File: src/hdl/rxfaf_pkg.sv
`timescale 1ns / 1ps
`default_nettype none

package rxfaf_pkg;

    localparam int unsigned CFG_INDEX_W = 8;
    localparam int unsigned POS_W       = 3;

    localparam logic [CFG_INDEX_W-1:0] REG_OWN_NETWORK_ID = 8'd0;
    localparam logic [CFG_INDEX_W-1:0] REG_OWN_NODE_ID    = 8'd1;
    localparam logic [CFG_INDEX_W-1:0] REG_BROADCAST_ID   = 8'd2;
    localparam logic [CFG_INDEX_W-1:0] REG_FILTER_ENABLE  = 8'd3;

    localparam logic [POS_W-1:0] POS_NETWORK     = 3'd0;
    localparam logic [POS_W-1:0] POS_DESTINATION = 3'd1;
    localparam logic [POS_W-1:0] POS_SOURCE      = 3'd2;
    localparam logic [POS_W-1:0] POS_LENGTH      = 3'd3;
    localparam logic [POS_W-1:0] POS_PAYLOAD     = 3'd4;

    localparam logic [7:0] FIELD_MISSING = 8'hFF;

    typedef struct packed {
        logic [7:0] rx_byte;
        logic       last_byte;
    } t_in_item;

    typedef struct packed {
        logic       is_payload;
        logic [7:0] payload_byte;
        logic       frame_end;
        logic       frame_accepted;
        logic       length_mismatch;
        logic       address_mismatch;
        logic [7:0] frame_network;
        logic [7:0] frame_destination;
        logic [7:0] frame_source;
    } t_out_item;

    typedef struct packed {
        logic [7:0] own_network_id;
        logic [7:0] own_node_id;
        logic [7:0] broadcast_id;
        logic       filter_enable;
    } t_cfg;

    typedef struct packed {
        logic accepted;
        logic length_mismatch;
        logic address_mismatch;
    } t_verdict;

endpackage

`default_nettype wire

File: src/hdl/rx_frame_address_filter.sv
`timescale 1ns / 1ps
`default_nettype none

// Receive frame filter: one frame byte per input transfer, one result per byte.
// Bytes 0..3 are network id, destination id, source id and declared length;
// later bytes come out flagged as payload and are counted modulo 256. The byte
// carrying last_byte also carries the verdict and the captured header ids
// (missing header bytes read as 255). A byte is taken every cycle while the
// output register is empty or being drained, and its result is held in the
// single output register, valid in the cycle after the input transfer.
// Configuration writes (index 0..3, others ignored) are expected only while
// no frame byte is in flight.

module rx_frame_address_filter (
    input  var logic                                  i_clk,
    input  var logic                                  i_rst_n,
    input  var logic                                  i_in_valid,
    output var logic                                  o_in_ready,
    input  var rxfaf_pkg::t_in_item                   i_in,
    output var logic                                  o_out_valid,
    input  var logic                                  i_out_ready,
    output var rxfaf_pkg::t_out_item                  o_out,
    input  var logic                                  i_cfg_valid,
    output var logic                                  o_cfg_ready,
    input  var logic [rxfaf_pkg::CFG_INDEX_W-1:0]     i_cfg_index,
    input  var logic [7:0]                            i_cfg_data
);

    rxfaf_pkg::t_cfg      r_cfg;
    logic [rxfaf_pkg::POS_W-1:0] r_pos, n_pos;
    logic [7:0]           r_net, n_net;
    logic [7:0]           r_dst, n_dst;
    logic [7:0]           r_src, n_src;
    logic [7:0]           r_len, n_len;
    logic [7:0]           r_cnt, n_cnt;
    logic                 r_out_valid;
    rxfaf_pkg::t_out_item r_out, n_out;

    logic                 w_accept;
    logic                 w_payload;
    rxfaf_pkg::t_verdict  w_verdict;

    assign o_in_ready  = !r_out_valid || i_out_ready;
    assign w_accept    = i_in_valid && o_in_ready;
    assign o_cfg_ready = 1'b1;
    assign o_out_valid = r_out_valid;
    assign o_out       = r_out;

    always_ff @(posedge i_clk) begin
        if (!i_rst_n) begin
            r_cfg.own_network_id <= 8'd0;
            r_cfg.own_node_id    <= 8'd0;
            r_cfg.broadcast_id   <= 8'hFF;
            r_cfg.filter_enable  <= 1'b1;
        end else if (i_cfg_valid) begin
            case (i_cfg_index)
                rxfaf_pkg::REG_OWN_NETWORK_ID: r_cfg.own_network_id <= i_cfg_data;
                rxfaf_pkg::REG_OWN_NODE_ID:    r_cfg.own_node_id    <= i_cfg_data;
                rxfaf_pkg::REG_BROADCAST_ID:   r_cfg.broadcast_id   <= i_cfg_data;
                rxfaf_pkg::REG_FILTER_ENABLE:  r_cfg.filter_enable  <= i_cfg_data[0];
                default: ;
            endcase
        end
    end

    // header capture and payload count, with the current byte folded in
    always_comb begin
        n_net     = r_net;
        n_dst     = r_dst;
        n_src     = r_src;
        n_len     = r_len;
        n_cnt     = r_cnt;
        n_pos     = r_pos;
        w_payload = 1'b0;
        case (r_pos)
            rxfaf_pkg::POS_NETWORK:     n_net = i_in.rx_byte;
            rxfaf_pkg::POS_DESTINATION: n_dst = i_in.rx_byte;
            rxfaf_pkg::POS_SOURCE:      n_src = i_in.rx_byte;
            rxfaf_pkg::POS_LENGTH:      n_len = i_in.rx_byte;
            default: begin
                w_payload = 1'b1;
                n_cnt     = r_cnt + 8'd1;
            end
        endcase
        if (r_pos < rxfaf_pkg::POS_PAYLOAD) begin
            n_pos = r_pos + 3'd1;
        end
    end

    rxfaf_check u_check (
        .i_cfg             (r_cfg),
        .i_network         (n_net),
        .i_destination     (n_dst),
        .i_declared_length (n_len),
        .i_payload_count   (n_cnt),
        .o_verdict         (w_verdict)
    );

    always_comb begin
        n_out              = '0;
        n_out.is_payload   = w_payload;
        n_out.payload_byte = w_payload ? i_in.rx_byte : 8'd0;
        if (i_in.last_byte) begin
            n_out.frame_end         = 1'b1;
            n_out.frame_accepted    = w_verdict.accepted;
            n_out.length_mismatch   = w_verdict.length_mismatch;
            n_out.address_mismatch  = w_verdict.address_mismatch;
            n_out.frame_network     = n_net;
            n_out.frame_destination = n_dst;
            n_out.frame_source      = n_src;
        end
    end

    always_ff @(posedge i_clk) begin
        if (!i_rst_n) begin
            r_pos       <= rxfaf_pkg::POS_NETWORK;
            r_net       <= rxfaf_pkg::FIELD_MISSING;
            r_dst       <= rxfaf_pkg::FIELD_MISSING;
            r_src       <= rxfaf_pkg::FIELD_MISSING;
            r_len       <= rxfaf_pkg::FIELD_MISSING;
            r_cnt       <= 8'd0;
            r_out_valid <= 1'b0;
        end else begin
            if (w_accept) begin
                r_out_valid <= 1'b1;
                if (i_in.last_byte) begin
                    r_pos <= rxfaf_pkg::POS_NETWORK;
                    r_net <= rxfaf_pkg::FIELD_MISSING;
                    r_dst <= rxfaf_pkg::FIELD_MISSING;
                    r_src <= rxfaf_pkg::FIELD_MISSING;
                    r_len <= rxfaf_pkg::FIELD_MISSING;
                    r_cnt <= 8'd0;
                end else begin
                    r_pos <= n_pos;
                    r_net <= n_net;
                    r_dst <= n_dst;
                    r_src <= n_src;
                    r_len <= n_len;
                    r_cnt <= n_cnt;
                end
            end else if (i_out_ready) begin
                r_out_valid <= 1'b0;
            end
        end
    end

    always_ff @(posedge i_clk) begin
        if (w_accept) begin
            r_out <= n_out;
        end
    end

endmodule

`default_nettype wire

File: src/hdl/rxfaf_check.sv
`timescale 1ns / 1ps
`default_nettype none

module rxfaf_check (
    input  var rxfaf_pkg::t_cfg     i_cfg,
    input  var logic [7:0]          i_network,
    input  var logic [7:0]          i_destination,
    input  var logic [7:0]          i_declared_length,
    input  var logic [7:0]          i_payload_count,
    output var rxfaf_pkg::t_verdict o_verdict
);

    logic w_len_bad;
    logic w_net_ok;
    logic w_dst_ok;
    logic w_addr_bad;

    assign w_len_bad  = i_payload_count != i_declared_length;
    assign w_net_ok   = (i_network == i_cfg.own_network_id)
                        || (i_network == i_cfg.broadcast_id);
    assign w_dst_ok   = (i_destination == i_cfg.own_node_id)
                        || (i_destination == i_cfg.broadcast_id);
    assign w_addr_bad = !(w_net_ok && w_dst_ok);

    assign o_verdict.length_mismatch  = w_len_bad;
    assign o_verdict.address_mismatch = w_addr_bad;
    assign o_verdict.accepted         = !i_cfg.filter_enable || (!w_len_bad && !w_addr_bad);

endmodule

`default_nettype wire

File: config.mk
export PLATFORM = sky130hd
export DESIGN_NAME = rx_frame_address_filter
export DESIGN_NICKNAME = d
export VERILOG_FILES = /design/src/hdl/rxfaf_pkg.sv /design/src/hdl/rx_frame_address_filter.sv /design/src/hdl/rxfaf_check.sv
export SDC_FILE = /design/constraint.sdc
export NUM_CORES = 1
export LEC_CHECK = 0
export BUFFER_PORTS_ARGS = -buffer_cell sky130_fd_sc_hd__buf_4
export CORE_AREA = 2 2 116 90
export DETAILED_ROUTE_END_ITERATION = 16
export DIE_AREA = 0 0 118 92
export PLACE_DENSITY = 0.76
export SYNTH_ARGS = -nofsm -noshare
export SYNTH_HDL_FRONTEND = slang
export SYNTH_HIERARCHICAL = 1
export SYNTH_SLANG_ARGS = --single-unit
File: constraint.sdc
create_clock -name i_clk -period 7.78 [get_ports i_clk]
set_input_delay 1.556 -clock i_clk [delete_from_list [all_inputs] [get_ports i_clk]]
set_output_delay 1.556 -clock i_clk [all_outputs]
set_load 0.03 [all_outputs]
==> flow_summary.json, run 1 <==
{
  "arrival_ns": 2.92,
  "worst_slack_ns": 3.299,
  "io_buffer_count": 68,
  "cap_violations": 0,
  "leakage_nw": 2.259,
  "start_util_pct": 53.52,
  "required_ns": 6.22,
  "syn-num-nets": 574,
  "maxSlewViolCount": 0,
  "min_from": "r_cfg[10]$_SDFFE_PN0P_",
  "numCtsBuffers": 9,
  "relSlewSlack_pct": 21.94,
  "synthCells": 538,
  "synth_top_area_cell": "dfxtp_1",
  "cts_htree_levels": 3,
  "synth-edff-count": 37,
  "cp-start-kind": "primary input",
  "grt_max_degree": 47,
  "wl_per_cell_um": 17.64,
  "cts-resized-gates": 0,
  "synthTopCellsByCount": "69 x dfxtp_1, 48 x nand2_1, 38 x clkbuf_1",
  "p_per_area_mw_per_mm2": 198.8,
  "grt_pass1_wl_um": 19980,
  "clk_latency_ns": 0.35,
  "firstDrtPassIters": 5,
  "cts_buffer_depth": 2,
  "synth_flop_cell": "dfxtp_1",
  "reg2reg_from": "r_pos[2]$_SDFFE_PN0P_",
  "routed_wl_um": 12540,
  "final_nets": 606,
  "fmax_ghz": 0.2232,
  "fillers": 817,
  "drcViolationCount": 0,
  "crit_chain": "buf_4 > nor2b_2 > buf_4 > inv_2 > buf_4",
  "tns_ns": 0,
  "root_buffer": "clkbuf_16",
  "vias": 4216,
  "tightest_slew_ns": 1.169,
  "crit_path_end_kind": "primary output",
  "async_flop_share_pct": 0,
  "post_cts_buffers": 0,
  "gp_congestion": 0.8969,
  "cp_slowest_cell": "inv_2",
  "antenna_left": 0,
  "cp_common_cell": "buf_4",
  "peakVddDrop_v": 0.0001204,
  "coreArea_mm2": 0.009889,
  "drive_above_1_share_pct": 21.39,
  "ioPinCount": 70,
  "drt-initial-drc-count": 363,
  "cp_num_buf_inv": 4,
  "place.detailed.hpwl_um": 8279,
  "avgSynthCellArea_um2": 9.838,
  "fin_crit_sh_pct": 57.59,
  "finalPower_mw": 1.212,
  "finalSetupViolCount": 0,
  "synthTopCellsByArea": "dfxtp_1 26%, edfxtp_1 21%, xnor2_1 6.1%, mux2_2 5.3%, mux2i_1 4.7%",
  "synth_warnings": 6,
  "grt-ovfl-total": 0,
  "cts_tree": "done",
  "synth_cell_type_count": 48,
  "dieArea_mm2": 0.01086,
  "dp_slack_ns": 3.370,
  "hold_slack_ns": 0.4755,
  "path_clk_slew_ns": 0.07,
  "antenna_found_initial": 0,
  "die_w_um": 118,
  "syn_area_mm2": 0.005293,
  "slowest_delay_ns": 0.44,
  "n_antenna_cell": 0,
  "status": "complete, no violations",
  "yosysSeqAreaShare_pct": 47.09,
  "area_delta_synth_final_pct": 15.18,
  "yosysMostFrequentCell": "dfxtp_1",
  "die_h_um": 92,
  "core.rowCount": 32,
  "regArea_mm2": 0.002492,
  "min_path_type": "reg -> reg",
  "setup.worst_path.start": "i_out_ready",
  "grt_util_all_layers_pct": 23.29,
  "synth-seq-cells": 106,
  "fin_skew_ns": 0.004980,
  "cts_num_sinks": 106,
  "grt_pass1_vias": 3929,
  "ctsHoldBuffers": 0,
  "crit_type": "in -> out",
  "vias_per_cell": 5.930,
  "rsz0062_at_grt": "false",
  "crit_fanout": 46,
  "synth_top_cell_area_share_pct": 26.10,
  "hold_violations": 0,
  "finalCriticalPeriod_ns": 4.481,
  "cp_top_family": "buffers and inverters",
  "multi_input_area_mm2": 0.002585
}
-- state kept, by name, indices dropped and copies added (netlist names) --
name         count
r_pos            3
o_out_valid      1
r_cfg           25
r_len            8
r_src            8
r_dst            8
r_net            8
o_out           37
r_cnt            8
-- cells in the final DEF (no fill, tap or decap), drive strengths merged, types with 2 or more instances in the layout --
cell type,netlist,final
buf,11,70
dfxtp,69,69
nand2,48,48
xnor2,37,37
edfxtp,37,37
o21ai,34,34
and2,27,27
a31oi,27,27
nor4,26,26
mux2,25,25
mux2i,25,25
nor2,20,20
nand3,16,16
nand4,13,13
a21oi,12,12
inv,9,12
clkbuf,38,10
xor2,9,9
ha,6,6
nor2b,5,5
or2,4,4
nand2b,4,4
nor3,4,4
nand4b,3,3
o21a,3,3
o2111ai,3,3
o221ai,3,3
a41oi,2,2
o311ai,2,2
o41ai,2,2
and4,2,2
o22ai,2,2
or4b,2,2
clkinv,0,2
-- report_power, final --
part / internal, mW / switching, mW / total [mW]
registers: 0.594 / 0.00692 / 0.601
logic: 0.0603 / 0.106 / 0.166
clock network: 0.225 / 0.219 / 0.445
total: 0.879 / 0.333 / 1.21
-- logic make-up after synthesis --
| group | Yosys count | synth area share [%] |
|---|---|---|
| adder cells (fa/ha/maj) | 6 | 1.418 |
| other | 1 | 0.07085 |
| multiplexers | 50 | 10.05 |
| buffers and inverters | 58 | 4.539 |
| flip-flops | 106 | 47.09 |
| AND/OR/NAND/NOR | 177 | 18.42 |
| XOR/XNOR | 46 | 7.612 |
| AO/OA/AOI/OAI | 94 | 10.80 |
-- through the flow --
step	cells	instance area, µm²	utilization [%]
floorplan	538	5293	-
global placement	695	5798	58.63
detailed placement	695	5798	58.63
CTS	711	6087	61.55
global route	711	6096	61.64
finish	711	6096	61.64
-- routing by layer --
| metal | wire length, µm | global-route usage [%] |
|---|---|---|
| met1 | 5770 | 32.50 |
| met2 | 5670 | 36.24 |
| met3 | 864 | 4.975 |
| met4 | 239 | 7.631 |
| met5 | 0 | 0 |
-- layout make-up --
type                            instances  area share [%]
Clock buffer                           10           3.756
Tap cell                              136           2.791
Inverter                                9          0.5542
Multi-Input combinational cell        374           42.41
Clock inverter                          6          0.9852
Sequential cell                       106           40.89
Timing Repair Buffer                   70           8.621
-- tightest hold or removal path, cell delays in order (launching register included) --
cell	delay (ns)
dfxtp_1	0.32
nand2_1	0.06
mux2i_1	0.05
-- final timing paths --
kind,to,slack (ns),cells after the start
setup / recovery,o_in_ready,3.30,5
hold / removal,r_cfg[10]$_SDFFE_PN0P_,0.48,2
setup reg to reg,o_out[24]$_SDFFCE_PN0P_,4.61,7
hold reg to reg,r_cfg[10]$_SDFFE_PN0P_,0.48,2
(Power assumes the default switching activity.)
==> run 2, diff against run 1 <==
--- a/config.mk
+++ b/config.mk
@@ -5,11 +5,12 @@
 export SDC_FILE = /design/constraint.sdc
 export NUM_CORES = 1
 export LEC_CHECK = 0
+export ABC_AREA = 1
 export BUFFER_PORTS_ARGS = -buffer_cell sky130_fd_sc_hd__buf_4
-export CORE_AREA = 2 2 116 90
+export CORE_AREA = 2 2 119 92
 export DETAILED_ROUTE_END_ITERATION = 16
-export DIE_AREA = 0 0 118 92
-export PLACE_DENSITY = 0.76
+export DIE_AREA = 0 0 121 94
+export PLACE_DENSITY = 0.75
 export SYNTH_ARGS = -nofsm -noshare
 export SYNTH_HDL_FRONTEND = slang
 export SYNTH_HIERARCHICAL = 1
==> constraint.sdc (replaced) <==
create_clock -name i_clk -period 3.95 [get_ports i_clk]
set_input_delay 0.79 -clock i_clk [delete_from_list [all_inputs] [get_ports i_clk]]
set_output_delay 0.79 -clock i_clk [all_outputs]
set_load 0.03 [all_outputs]
==> flow_summary.json, run 2 <==
{
  "status": "complete, no violations",
  "grt_pass1_vias": 3995,
  "routed_wl_um": 11840,
  "maxSlewViolCount": 0,
  "n_antenna_cell": 0,
  "coreArea_mm2": 0.01013,
  "start_util_pct": 51.35,
  "post_cts_buffers": 0,
  "tns_ns": 0,
  "cts_tree": "done",
  "vias_per_cell": 5.070,
  "path_clk_slew_ns": 0.08,
  "peakVddDrop_v": 0.0002449,
  "core.rowCount": 32,
  "final_nets": 767,
  "synthTopCellsByArea": "dfxtp_1 27%, edfxtp_1 21%, nand2_1 13%, inv_1 7.1%, a21oi_1 4.7%",
  "die_w_um": 121,
  "synth_top_area_cell": "dfxtp_1",
  "synth_cell_type_count": 30,
  "cts_buffer_depth": 2,
  "area_delta_synth_final_pct": 15.85,
  "relSlewSlack_pct": 23.24,
  "tightest_slew_ns": 1.150,
  "cts_num_sinks": 106,
  "cp-start-kind": "flip-flop",
  "cap_violations": 0,
  "arrival_ns": 2.90,
  "p_per_area_mw_per_mm2": 403.7,
  "crit_type": "reg -> reg",
  "grt_max_degree": 45,
  "grt_pass1_wl_um": 19120,
  "fin_crit_sh_pct": 67.73,
  "dieArea_mm2": 0.01137,
  "grt_util_all_layers_pct": 21.63,
  "largest_reg_flops": 37,
  "syn_area_mm2": 0.005201,
  "synth_top_cell_area_share_pct": 26.56,
  "io_buffer_count": 68,
  "cts_htree_levels": 3,
  "required_ns": 4.18,
  "fmax_ghz": 0.3738,
  "firstDrtPassIters": 4,
  "final_cell_mix": "175 x nand2_1, 98 x inv_1, 70 x buf_4",
  "hold_violations": 0,
  "die_h_um": 94,
  "drive_above_1_share_pct": 13.04,
  "crit_path_end_kind": "flip-flop",
  "synthTopCellsByCount": "175 x nand2_1, 98 x inv_1, 69 x dfxtp_1",
  "drcViolationCount": 0,
  "crit_fanout": 16,
  "gp_congestion": 0.9269,
  "antenna_left": 0,
  "synth_warnings": 6,
  "synth-seq-cells": 106,
  "clk_latency_ns": 0.35,
  "leakage_nw": 2.875,
  "yosysSeqAreaShare_pct": 47.92,
  "vias": 4421,
  "root_buffer": "clkbuf_16",
  "hold_slack_ns": 0.4787,
  "finalCriticalPeriod_ns": 2.675,
  "synth_flop_cell": "dfxtp_1",
  "ioPinCount": 70,
  "fin_skew_ns": 0.01176,
  "ctsHoldBuffers": 0,
  "avgSynthCellArea_um2": 7.638,
  "syn-num-nets": 717,
  "synth-edff-count": 37,
  "cts-resized-gates": 0,
  "grt-ovfl-total": 0,
  "numCtsBuffers": 9,
  "antenna_found_initial": 0,
  "drt-initial-drc-count": 370,
  "async_flop_share_pct": 0,
  "final_common_cell": "nand2_1",
  "rsz0062_at_grt": "false",
  "finalSetupViolCount": 0,
  "yosysMostFrequentCell": "nand2_1",
  "min_path_type": "reg -> reg",
  "synthCells": 681,
  "wl_per_cell_um": 13.58,
  "place.detailed.hpwl_um": 8381
}
-- run 2: cell types whose count changed after synthesis, moves of 27 or more --
cell	delta
nand2_1	+127
inv_1	+90
nor2_1	+44
a21oi_1	+37
a31oi_1	-27
-- run 2: final timing paths --
check	start	end	slack [ns]	cells after the start
max	r_pos[2]$_SDFFE_PN0P_	o_out[26]$_SDFFCE_PN0P_	1.27	14
min	r_net[2]$_SDFFE_PN1P_	r_net[2]$_SDFFE_PN1P_	0.48	2
max reg2reg	r_pos[2]$_SDFFE_PN0P_	o_out[26]$_SDFFCE_PN0P_	1.27	14
min reg2reg	r_net[2]$_SDFFE_PN1P_	r_net[2]$_SDFFE_PN1P_	0.48	2
-- run 2: critical path: stages (launching register included) --
cell	delay, ns
dfxtp_1	0.66
inv_2	0.18
nand2_1	0.36
nand2_1	0.08
o21ai_0	0.21
inv_1	0.17
xnor2_1	0.25
nand2_1	0.10
nor2_1	0.09
nand2_1	0.07
nand2_1	0.10
nand3_1	0.09
nand2_1	0.07
nand2_1	0.06
inv_1	0.05
-- run 2: final cells by class --
type                    count  area [µm²]
clock buffers              11       242.7
inverters                 102       382.9
well taps                 136       170.2
clock inverters             5       42.54
flip-flops and latches    106        2492
repair buffers             70       525.5
fillers                   898        4104
multi-input cells         442        2170
-- run 2: routing by layer --
| layer | share of wire [%] | up-vias | global-route usage [%] |
|---|---|---|---|
| met2 | 45 | 130 | 34.41 |
| met3 | 6.6 | 14 | 5.886 |
| li1 | - | 2235 | - |
| met4 | 1.1 | 0 | 5.039 |
| met1 | 47 | 2042 | 29.43 |
| met5 | 0 | - | 0 |
-- run 2: logic make-up after synthesis --
group | after synthesis | share of synthesized area [%]
AO/OA/AOI/OAI | 121 | 12.82
XOR/XNOR | 32 | 5.389
adder cells (fa/ha/maj) | 6 | 1.443
buffers and inverters | 133 | 10.42
flip-flops | 106 | 47.92
other | 1 | 0.07210
AND/OR/NAND/NOR | 282 | 21.94
-- run 2: metrics by stage --
step | worst slack [ns] | power, mW | cell area (µm²) | cells | util [%]
floorplan | 1.375 | 1.465 | 5201 | 681 | -
global placement | 1.277 | 1.569 | 5741 | 856 | 56.67
detailed placement | 1.236 | 1.580 | 5741 | 856 | 56.67
CTS | 1.335 | 2.440 | 6026 | 872 | 59.49
global route | 1.010 | 2.529 | 6026 | 872 | 59.49
finish | 1.275 | 2.433 | 6026 | 872 | 59.49
-- run 2: report_power, final --
part	switching (mW)	internal, mW	leakage [nW]	total [mW]
clock network	0.419	0.455	0.142	0.874
logic	0.234	0.120	1.80	0.353
registers	0.0217	1.18	0.931	1.21
